[src/omws_pkg.sv]
`default_nettype none
package omws_pkg;
	localparam int WHEELS_DEF = 4;
	localparam int AXLE_REGS  = 8;
	localparam int AXLE_W     = 15;
	localparam int IDX_W      = 3;
	localparam int NUM_W      = 37;
	localparam int DEN_W      = 22;
	localparam int FRAC_SH    = 6;

	localparam logic signed [15:0] SPIN_CLIP = 16'sd9600;
	localparam logic signed [20:0] SLEW_STEP = 21'sd640;
	localparam logic [11:0]        HALF_TURN = 12'd1800;
	localparam logic [11:0]        QUARTER   = 12'd900;
	localparam logic [11:0]        FULL_TURN = 12'd3600;
	localparam logic [DEN_W-1:0]   DEN_BASE  = 22'd4050000;
	localparam logic [46:0]        DOT_HALF  = 47'd1 << 27;
endpackage
`default_nettype wire

[src/omws_div.sv]
`default_nettype none
module omws_div (
	input  wire                         clk,
	input  wire                         arst_n,
	input  wire                         start,
	input  wire [omws_pkg::NUM_W-1:0]   num,
	input  wire [omws_pkg::DEN_W-1:0]   den,
	output logic                        done,
	output logic [omws_pkg::NUM_W-1:0]  quot
);
	localparam int NW  = omws_pkg::NUM_W;
	localparam int DW  = omws_pkg::DEN_W;
	localparam int CW  = $clog2(NW + 1);
	localparam logic [CW-1:0] LAST = CW'(NW - 1);

	logic [NW-1:0] num_q;
	logic [DW-1:0] rem_q;
	logic [DW-1:0] den_q;
	logic [CW-1:0] cnt_q;
	logic          busy_q;
	logic          done_q;
	logic [DW:0]   trial;
	logic [DW:0]   diff;
	logic          fits;

	assign trial = {rem_q, num_q[NW-1]};
	assign diff  = trial - {1'b0, den_q};
	assign fits  = trial >= {1'b0, den_q};

	always_ff @(posedge clk or negedge arst_n) begin
		if (!arst_n) begin
			busy_q <= 1'b0;
			done_q <= 1'b0;
			cnt_q  <= '0;
		end else begin
			done_q <= 1'b0;
			if (start) begin
				busy_q <= 1'b1;
				cnt_q  <= '0;
			end else if (busy_q) begin
				cnt_q <= cnt_q + 1'b1;
				if (cnt_q == LAST) begin
					busy_q <= 1'b0;
					done_q <= 1'b1;
				end
			end
		end
	end

	always_ff @(posedge clk) begin
		if (start) begin
			num_q <= num;
			den_q <= den;
			rem_q <= '0;
		end else if (busy_q) begin
			rem_q <= fits ? diff[DW-1:0] : trial[DW-1:0];
			num_q <= {num_q[NW-2:0], fits};
		end
	end

	assign done = done_q;
	assign quot = num_q;
endmodule
`default_nettype wire

[src/omni_wheel_mixer_slew.sv]
`default_nettype none
// Four-wheel omni drive mixer. Each item carries a field-frame velocity, spin rate,
// heading and wheel speed limit; the block rotates each wheel axle by the heading,
// forms the wheel target speeds, scales them under the limit and slews each stored
// wheel level by at most 10 units before emitting four signed bytes. One shared
// 32x17 multiplier and one radix-2 divider do all the arithmetic under a
// sequencer: sine and cosine take two divisions, each wheel takes six
// multiplies, and scaling, when the limit is exceeded, adds one multiply and
// one division per wheel. The block holds s_tready low while it works. Axle
// registers may be written only while idle.
module omni_wheel_mixer_slew #(
	parameter int WHEELS = omws_pkg::WHEELS_DEF
) (
	input  wire                          clk,
	input  wire                          arst_n,
	input  wire                          s_tvalid,
	output logic                         s_tready,
	// vel_x[15:0], vel_y[31:16], spin_rate[47:32], heading[59:48], speed_limit[66:60]
	input  wire  [71:0]                  s_tdata,
	output logic                         m_tvalid,
	input  wire                          m_tready,
	// motor0[7:0], motor1[15:8], motor2[23:16], motor3[31:24]
	output logic [31:0]                  m_tdata,
	input  wire                          cfg_we,
	input  wire  [omws_pkg::IDX_W-1:0]   cfg_index,
	input  wire  [omws_pkg::AXLE_W-1:0]  cfg_data
);
	localparam int WI_W = $clog2(WHEELS);
	localparam logic [WI_W-1:0] WI_LAST = WI_W'(WHEELS - 1);

	localparam logic [3:0] ST_IDLE      = 4'd0;
	localparam logic [3:0] ST_TRIG_MUL  = 4'd1;
	localparam logic [3:0] ST_TRIG_DIV  = 4'd2;
	localparam logic [3:0] ST_TRIG_WAIT = 4'd3;
	localparam logic [3:0] ST_MUL       = 4'd4;
	localparam logic [3:0] ST_ACC       = 4'd5;
	localparam logic [3:0] ST_SC_MUL    = 4'd6;
	localparam logic [3:0] ST_SC_DIV    = 4'd7;
	localparam logic [3:0] ST_SC_WAIT   = 4'd8;
	localparam logic [3:0] ST_DONE      = 4'd9;

	localparam logic [2:0] K_AXC = 3'd0;
	localparam logic [2:0] K_AYS = 3'd1;
	localparam logic [2:0] K_AXS = 3'd2;
	localparam logic [2:0] K_AYC = 3'd3;
	localparam logic [2:0] K_RYV = 3'd4;
	localparam logic [2:0] K_RXV = 3'd5;

	logic [3:0]                state_q;
	logic signed [14:0]        axle_q [omws_pkg::AXLE_REGS];
	logic signed [15:0]        vx_q, vy_q, w_q;
	logic [12:0]               lim_q;
	logic [11:0]               ang_q;
	logic                      pass_q;
	logic                      sneg_q;
	logic signed [15:0]        sin_q, cos_q;
	logic [2:0]                k_q;
	logic [WI_W-1:0]           wi_q;
	logic signed [48:0]        prod_q, acc_q;
	logic signed [30:0]        rx_q, ry_q;
	logic signed [19:0]        tgt_q [WHEELS];
	logic [18:0]               maxv_q;
	logic signed [15:0]        lvl_q [WHEELS];
	logic                      m_tvalid_q;
	logic [31:0]               m_tdata_q;

	logic signed [31:0]        mul_a;
	logic signed [16:0]        mul_b;
	logic signed [48:0]        mul_p;
	logic [10:0]               t2;
	logic                      tneg;
	logic signed [14:0]        ax, ay;
	logic [omws_pkg::IDX_W-1:0] ax_idx, ay_idx;
	logic signed [48:0]        dot;
	logic [46:0]               dot_mag;
	logic [18:0]               dot_q;
	logic signed [19:0]        v_c;
	logic [18:0]               va_c;
	logic [18:0]               maxv_c;
	logic [18:0]               tmag;
	logic                      div_start;
	logic [omws_pkg::NUM_W-1:0] div_num;
	logic [omws_pkg::DEN_W-1:0] div_den;
	logic                      div_done;
	logic [omws_pkg::NUM_W-1:0] div_quot;
	logic [19:0]               pdiv;
	logic signed [15:0]        lvl_n [WHEELS];
	logic [31:0]               out_c;
	logic                      out_free;
	logic signed [15:0]        in_w;
	logic signed [11:0]        in_hd;
	logic [11:0]               in_ang;

	assign s_tready = (state_q == ST_IDLE);
	assign m_tvalid = m_tvalid_q;
	assign m_tdata  = m_tdata_q;
	assign out_free = !m_tvalid_q || m_tready;

	assign in_w   = $signed(s_tdata[47:32]);
	assign in_hd  = $signed(s_tdata[59:48]);
	assign in_ang = in_hd[11] ? s_tdata[59:48] + omws_pkg::FULL_TURN : s_tdata[59:48];

	assign tneg = ang_q >= omws_pkg::HALF_TURN;
	assign t2   = tneg ? 11'(ang_q - omws_pkg::HALF_TURN) : ang_q[10:0];

	assign ax_idx = omws_pkg::IDX_W'({wi_q, 1'b0});
	assign ay_idx = omws_pkg::IDX_W'({wi_q, 1'b1});
	assign ax     = axle_q[ax_idx];
	assign ay     = axle_q[ay_idx];
	assign tmag   = tgt_q[wi_q][19] ? 19'(-tgt_q[wi_q]) : tgt_q[wi_q][18:0];

	always_comb begin
		mul_a = '0;
		mul_b = '0;
		case (state_q)
			ST_TRIG_MUL: begin
				mul_a = $signed({21'd0, t2});
				mul_b = $signed({6'd0, 11'(omws_pkg::HALF_TURN[10:0] - t2)});
			end
			ST_MUL: begin
				case (k_q)
					K_AXC: begin mul_a = 32'(ax); mul_b = 17'(cos_q); end
					K_AYS: begin mul_a = 32'(ay); mul_b = 17'(sin_q); end
					K_AXS: begin mul_a = 32'(ax); mul_b = 17'(sin_q); end
					K_AYC: begin mul_a = 32'(ay); mul_b = 17'(cos_q); end
					K_RYV: begin mul_a = 32'(ry_q); mul_b = 17'(vx_q); end
					K_RXV: begin mul_a = 32'(rx_q); mul_b = 17'(vy_q); end
					default: begin mul_a = '0; mul_b = '0; end
				endcase
			end
			ST_SC_MUL: begin
				mul_a = $signed({13'd0, tmag});
				mul_b = $signed({4'd0, lim_q});
			end
			default: begin
				mul_a = '0;
				mul_b = '0;
			end
		endcase
	end

	assign mul_p = mul_a * mul_b;

	assign dot     = acc_q - prod_q;
	assign dot_mag = dot[48] ? 47'(-dot) : dot[46:0];
	assign dot_q   = 19'((dot_mag + omws_pkg::DOT_HALF) >> 28);
	assign v_c     = (dot[48] ? -$signed({1'b0, dot_q}) : $signed({1'b0, dot_q})) + 20'(w_q);
	assign va_c    = v_c[19] ? 19'(-v_c) : v_c[18:0];
	assign maxv_c  = (va_c > maxv_q) ? va_c : maxv_q;

	assign pdiv = prod_q[19:0];

	always_comb begin
		div_start = 1'b0;
		div_num   = '0;
		div_den   = '0;
		case (state_q)
			ST_TRIG_DIV: begin
				div_start = 1'b1;
				div_den   = omws_pkg::DEN_BASE - 22'(pdiv);
				div_num   = {1'b0, pdiv, 16'd0} + 37'(div_den >> 1);
			end
			ST_SC_DIV: begin
				div_start = 1'b1;
				div_den   = 22'(maxv_q);
				div_num   = prod_q[36:0] + 37'(maxv_q >> 1);
			end
			default: begin
				div_start = 1'b0;
			end
		endcase
	end

	omws_div u_div (
		.clk    (clk),
		.arst_n (arst_n),
		.start  (div_start),
		.num    (div_num),
		.den    (div_den),
		.done   (div_done),
		.quot   (div_quot)
	);

	always_comb begin
		logic signed [20:0] ch;
		logic [15:0]        mag;
		logic [7:0]         mb;
		out_c = '0;
		for (int i = 0; i < WHEELS; i++) begin
			ch = 21'(tgt_q[i]) - 21'(lvl_q[i]);
			if (ch > omws_pkg::SLEW_STEP) begin
				ch = omws_pkg::SLEW_STEP;
			end else if (ch < -omws_pkg::SLEW_STEP) begin
				ch = -omws_pkg::SLEW_STEP;
			end
			lvl_n[i] = lvl_q[i] + ch[15:0];
			mag      = lvl_n[i][15] ? 16'(-lvl_n[i]) : lvl_n[i];
			mb       = 8'(mag >> omws_pkg::FRAC_SH);
			out_c[8*i +: 8] = lvl_n[i][15] ? 8'(-mb) : mb;
		end
	end

	always_ff @(posedge clk or negedge arst_n) begin
		if (!arst_n) begin
			for (int i = 0; i < omws_pkg::AXLE_REGS; i++) begin
				axle_q[i] <= '0;
			end
		end else if (cfg_we) begin
			axle_q[cfg_index] <= cfg_data;
		end
	end

	always_ff @(posedge clk or negedge arst_n) begin
		if (!arst_n) begin
			state_q    <= ST_IDLE;
			m_tvalid_q <= 1'b0;
			pass_q     <= 1'b0;
			k_q        <= K_AXC;
			wi_q       <= '0;
			for (int i = 0; i < WHEELS; i++) begin
				lvl_q[i] <= '0;
			end
		end else begin
			if (m_tvalid_q && m_tready) begin
				m_tvalid_q <= 1'b0;
			end
			case (state_q)
				ST_IDLE: begin
					if (s_tvalid) begin
						pass_q  <= 1'b0;
						state_q <= ST_TRIG_MUL;
					end
				end
				ST_TRIG_MUL: state_q <= ST_TRIG_DIV;
				ST_TRIG_DIV: state_q <= ST_TRIG_WAIT;
				ST_TRIG_WAIT: begin
					if (div_done) begin
						if (!pass_q) begin
							pass_q  <= 1'b1;
							state_q <= ST_TRIG_MUL;
						end else begin
							k_q     <= K_AXC;
							wi_q    <= '0;
							state_q <= ST_MUL;
						end
					end
				end
				ST_MUL: state_q <= ST_ACC;
				ST_ACC: begin
					state_q <= ST_MUL;
					if (k_q == K_RXV) begin
						k_q <= K_AXC;
						if (wi_q == WI_LAST) begin
							wi_q    <= '0;
							state_q <= (maxv_c > 19'(lim_q)) ? ST_SC_MUL : ST_DONE;
						end else begin
							wi_q <= wi_q + 1'b1;
						end
					end else begin
						k_q <= k_q + 1'b1;
					end
				end
				ST_SC_MUL: state_q <= ST_SC_DIV;
				ST_SC_DIV: state_q <= ST_SC_WAIT;
				ST_SC_WAIT: begin
					if (div_done) begin
						if (wi_q == WI_LAST) begin
							state_q <= ST_DONE;
						end else begin
							wi_q    <= wi_q + 1'b1;
							state_q <= ST_SC_MUL;
						end
					end
				end
				ST_DONE: begin
					if (out_free) begin
						m_tvalid_q <= 1'b1;
						for (int i = 0; i < WHEELS; i++) begin
							lvl_q[i] <= lvl_n[i];
						end
						state_q <= ST_IDLE;
					end
				end
				default: state_q <= ST_IDLE;
			endcase
		end
	end

	always_ff @(posedge clk) begin
		case (state_q)
			ST_IDLE: begin
				vx_q  <= $signed(s_tdata[15:0]);
				vy_q  <= $signed(s_tdata[31:16]);
				lim_q <= {s_tdata[66:60], 6'd0};
				ang_q <= in_ang;
				if (in_w > omws_pkg::SPIN_CLIP) begin
					w_q <= omws_pkg::SPIN_CLIP;
				end else if (in_w < -omws_pkg::SPIN_CLIP) begin
					w_q <= -omws_pkg::SPIN_CLIP;
				end else begin
					w_q <= in_w;
				end
			end
			ST_TRIG_MUL: begin
				prod_q <= mul_p;
				sneg_q <= tneg;
			end
			ST_TRIG_WAIT: begin
				if (div_done) begin
					if (!pass_q) begin
						sin_q <= sneg_q ? -$signed({1'b0, div_quot[14:0]})
						                : $signed({1'b0, div_quot[14:0]});
						ang_q <= (ang_q >= omws_pkg::FULL_TURN - omws_pkg::QUARTER)
						         ? ang_q - (omws_pkg::FULL_TURN - omws_pkg::QUARTER)
						         : ang_q + omws_pkg::QUARTER;
					end else begin
						cos_q <= sneg_q ? -$signed({1'b0, div_quot[14:0]})
						                : $signed({1'b0, div_quot[14:0]});
					end
					maxv_q <= '0;
				end
			end
			ST_MUL: prod_q <= mul_p;
			ST_ACC: begin
				case (k_q)
					K_AXC: acc_q <= prod_q;
					K_AYS: rx_q  <= 31'(acc_q - prod_q);
					K_AXS: acc_q <= prod_q;
					K_AYC: ry_q  <= 31'(acc_q + prod_q);
					K_RYV: acc_q <= prod_q;
					K_RXV: begin
						tgt_q[wi_q] <= v_c;
						maxv_q      <= maxv_c;
					end
					default: acc_q <= acc_q;
				endcase
			end
			ST_SC_MUL: prod_q <= mul_p;
			ST_SC_WAIT: begin
				if (div_done) begin
					tgt_q[wi_q] <= tgt_q[wi_q][19] ? -$signed({1'b0, div_quot[18:0]})
					                               : $signed({1'b0, div_quot[18:0]});
				end
			end
			ST_DONE: begin
				if (out_free) begin
					m_tdata_q <= out_c;
				end
			end
			default: acc_q <= acc_q;
		endcase
	end

`ifndef SYNTH
	a_accept_leaves_idle: assert property (@(posedge clk) disable iff (!arst_n)
		s_tvalid && s_tready |=> state_q == ST_TRIG_MUL)
		else $error("accepted item did not start the sequencer");

	a_div_done_in_wait: assert property (@(posedge clk) disable iff (!arst_n)
		div_done |-> (state_q == ST_TRIG_WAIT || state_q == ST_SC_WAIT))
		else $error("divider finished outside a wait state");

	a_result_from_done: assert property (@(posedge clk) disable iff (!arst_n)
		$rose(m_tvalid_q) |-> $past(state_q) == ST_DONE)
		else $error("result raised outside the final step");

	a_level_bound: assert property (@(posedge clk) disable iff (!arst_n)
		lvl_q[0] <= 16'sd8128 && lvl_q[0] >= -16'sd8128)
		else $error("wheel level beyond the largest limit");
`endif
endmodule
`default_nettype wire
[config.mk]
export PLATFORM = sky130hd
export DESIGN_NAME = omni_wheel_mixer_slew
export DESIGN_NICKNAME = d
export VERILOG_FILES = /design/src/omws_pkg.sv /design/src/omws_div.sv /design/src/omni_wheel_mixer_slew.sv
export SDC_FILE = /design/constraint.sdc
export NUM_CORES = 2
export LEC_CHECK = 0
export BUFFER_PORTS_ARGS = -buffer_cell sky130_fd_sc_hd__buf_2
export CAP_MARGIN = 15
export CORE_MARGIN = 1.5
export CORE_UTILIZATION = 30
export CTS_BUF_LIST = sky130_fd_sc_hd__clkbuf_8
export DETAILED_ROUTE_END_ITERATION = 6
export PLACE_DENSITY = 0.55
export SETUP_SLACK_MARGIN = 0.3
export SLEW_MARGIN = 10
export SYNTH_ARGS = -nofsm -noshare
export SYNTH_HDL_FRONTEND = slang
export SYNTH_SLANG_ARGS = --single-unit
[constraint.sdc]
create_clock -name clk -period 19.65 [get_ports clk]
set_input_delay 3.93 -clock clk [delete_from_list [all_inputs] [get_ports clk]]
set_output_delay 3.93 -clock clk [all_outputs]
set_load 0.1 [all_outputs]
==> flow_summary_export.csv <==
group,metric,value,unit
timing,setup_viol_count_final,0,
synth,synth_nets,7983,
cells_and_area,fin_nets,8075,
routing,wl_per_cell,19.8,microns
global_routing,track_usage,0.178,
clock_tree,clock_sinks,675,
timing,min_period_over_period,0.799,
global_routing,first_global_vias,51500,
floorplanning,rows,171,
timing,slew_headroom,0.254,
floorplanning,start_util,0.301,
cells_and_area,fill_cells,22100,
cells_and_area,area_growth_syn_to_layout,10.3,%
setup_path,arrival,16380,ps
global_routing,grt_max_degree,100,
clock_tree,htree_levels,3,
setup_path,start_kind,"register",
clock_tree,clk_path_buf_depth,3,
clock_tree,holdBufCountCts,0,
worst_hold_path,hold_path_class,"reg -> reg",
synth,netlist_instances,6916,
routing,route.detailed.drc,0,
synth,synthFlopType,"edfxtp_1",
clock_tree,root_buffer,"clkbuf_8",
synth,synth_seq_cells,675,
setup_path,crit_family,"compound AO/OA/AOI/OAI gates",
place,gp_congestion,0.942,
routing,routed_wl,197000,microns
routing,drt-initial-drc-count,3933,
setup_path,critPathSlowestCell,"a2111oi_0",
synth,async_flop_share,0.301,
clock_tree,cts_resized,0,
setup_path,critical_path_depth,65,
synth,synth_area,65300,sq um
floorplanning,fp.dieW,469,microns
cells_and_area,final_cell_mix,"963 x inv_1, 642 x nand2_1, 586 x nor2_1",
setup_path,cp_num_buf_inv,4,
floorplanning,fp.dieH,469,microns
cells_and_area,drive_above_1_share,0.0986,
synth,yosysUniqueCellTypes,105,
timing,clock.fmax,63.7,MHz
timing,worstMarginPinSlew,1120,ps
run,maxCapViolCount,0,
clock_tree,insertion_delay,880,ps
status,status,"complete, no violations",
routing,dr.pass1.iters,5,
setup_path,cp-end-kind,"register",
synth,yosysSeqAreaShare,0.292,
cells_and_area,layout_commonest_cell,"inv_1",
synth,synth_edf_count,450,
global_routing,overflow,0,
worst_hold_path,hold_depth,0,
routing,viasPerCell,5.07,
floorplanning,fp.coreArea,217000,sq um
timing,hold_viol,0,
place,portBuffers,123,
floorplanning,io_pins,129,
setup_path,crit_required,20330,ps
global_routing,antenna_found_initial,16,
global_routing,grt_first_pass_wirelength,309000,microns
timing,maxSlewViolCount,0,
clock_tree,cts-buffers-inserted,114,
floorplanning,dieArea,220000,sq um
synth,synth.avg_cell_area,9.44,sq um
clock_tree,clkTransAtPathRegs,60,ps
setup_path,path_class,"reg -> reg",
timing,tns,0,ps
routing,routed-via-count,50700,
routing,antenna_left,0,
timing,rsz0062_at_grt,"no",
place,hpwlAfterDp,158000,microns
clock_tree,post_cts_buffers,0,
clock_tree,cts_tree,"built",
timing,fin_skew,68.2,ps
synth,yosys_warnings,0,
setup_path,crit_fanout,22,
timing,layout_min_cycle_time,15710,ps
setup_path,cp_slowest_stage_delay,900,ps
setup_path,reg2reg_depth,65,
-- kinds of logic after synthesis --
logic type	count (synthesis)	share of synthesized area
AND/OR/NAND/NOR	1969	0.141
AO/OA/AOI/OAI	1376	0.135
buffers and inverters	1192	0.0689
adder cells (fa/ha/maj)	972	0.247
flip-flops	675	0.292
XOR/XNOR	474	0.0637
multiplexers	258	0.0531
-- worst paths after layout --
kind                                      start                 endpoint  slack, ps
max                         prod_q[1]$_DFFE_PN_   state_q[1]$_DFFE_PN0P_       3940
min                        prod_q[46]$_DFFE_PN_      acc_q[46]$_DFFE_PP_        460
max reg2reg                 prod_q[1]$_DFFE_PN_   state_q[1]$_DFFE_PN0P_       3940
min reg2reg                prod_q[46]$_DFFE_PN_      acc_q[46]$_DFFE_PP_        460
max in group asynchronous                arst_n  axle_q[109]$_DFFE_PN0P_      14590
min in group asynchronous                arst_n    lvl_q[24]$_DFFE_PN0P_       3070
-- final cells by class --
type	instances	area (sq um)	share of cell area
well taps	2854	3570	0.0496
clock inverters	98	781	0.0108
inverters	948	3560	0.0494
diodes	28	70.1	0.000973
repair buffers	220	1380	0.0192
flip-flops and latches	675	19000	0.264
multi-input cells	5049	41900	0.583
clock buffers	120	1650	0.0229
-- stage by stage --
stage / cell area [sq um] / util / instances / hold slack, ps / worst slack, ps
global placement: 69400 / 0.320 / 9740 / 457 / 4390
detailed placement: 69400 / 0.320 / 9740 / 456 / 4340
CTS: 71800 / 0.332 / 9958 / 465 / 4310
global route: 72000 / 0.332 / 9987 / 476 / 3020
finish: 72000 / 0.332 / 9992 / 463 / 3940
floorplan: 65300 / - / 6916 / 426 / 6830
-- cells in the mapped netlist (20+ instances only) --
cell | number | area [sq um]
xnor2_1 | 339 | 2970
clkbuf_1 | 212 | 796
or2_2 | 37 | 231
a21oi_1 | 343 | 1720
mux2_2 | 140 | 1580
nor4_1 | 34 | 213
a211oi_1 | 34 | 255
dfrtp_1 | 203 | 5080
nor3_1 | 107 | 536
a21boi_0 | 40 | 300
o211ai_1 | 25 | 188
nor3b_1 | 20 | 150
nor2_1 | 590 | 2210
ha_1 | 447 | 5590
mux2i_1 | 61 | 611
nand3_1 | 99 | 495
nand4_1 | 49 | 307
nand2b_1 | 79 | 494
and2_1 | 59 | 369
a22oi_1 | 72 | 541
nand2_1 | 642 | 2410
and3_1 | 49 | 307
o31ai_1 | 22 | 165
o21bai_1 | 76 | 571
a21o_1 | 95 | 713
o21a_1 | 57 | 428
o22ai_1 | 20 | 125
dfxtp_1 | 22 | 440
o21ai_0 | 367 | 1840
fa_1 | 525 | 10500
a31oi_1 | 33 | 206
mux4_2 | 56 | 1260
edfxtp_1 | 450 | 13500
inv_1 | 940 | 3530
xor2_1 | 134 | 1170
nor2b_1 | 75 | 469
or3_1 | 50 | 313
-- state kept, by name, summed over array words and instances, names as in the netlist, 31 cells and up --
| name | cells |
|---|---|
| tgt_q | 80 |
| prod_q | 49 |
| lvl_q | 64 |
| axle_q | 120 |
| acc_q | 49 |
| u_div.quot | 37 |
| m_tdata | 32 |
| rx_q | 31 |
| ry_q | 31 |
-- per-layer routing --
metal,share of wire,wire length (microns),track usage,up-vias
met5,0.00023,45,0,-
met1,0.45,89600,0.245,25300
li1,-,-,-,23800
met2,0.46,91100,0.288,1254
met3,0.053,10400,0.0270,254
met4,0.032,6290,0.0550,6
Power is left out: the tool's default activity adds up to more than one toggle a clock period on the data nets, which glitch-free logic cannot reach.
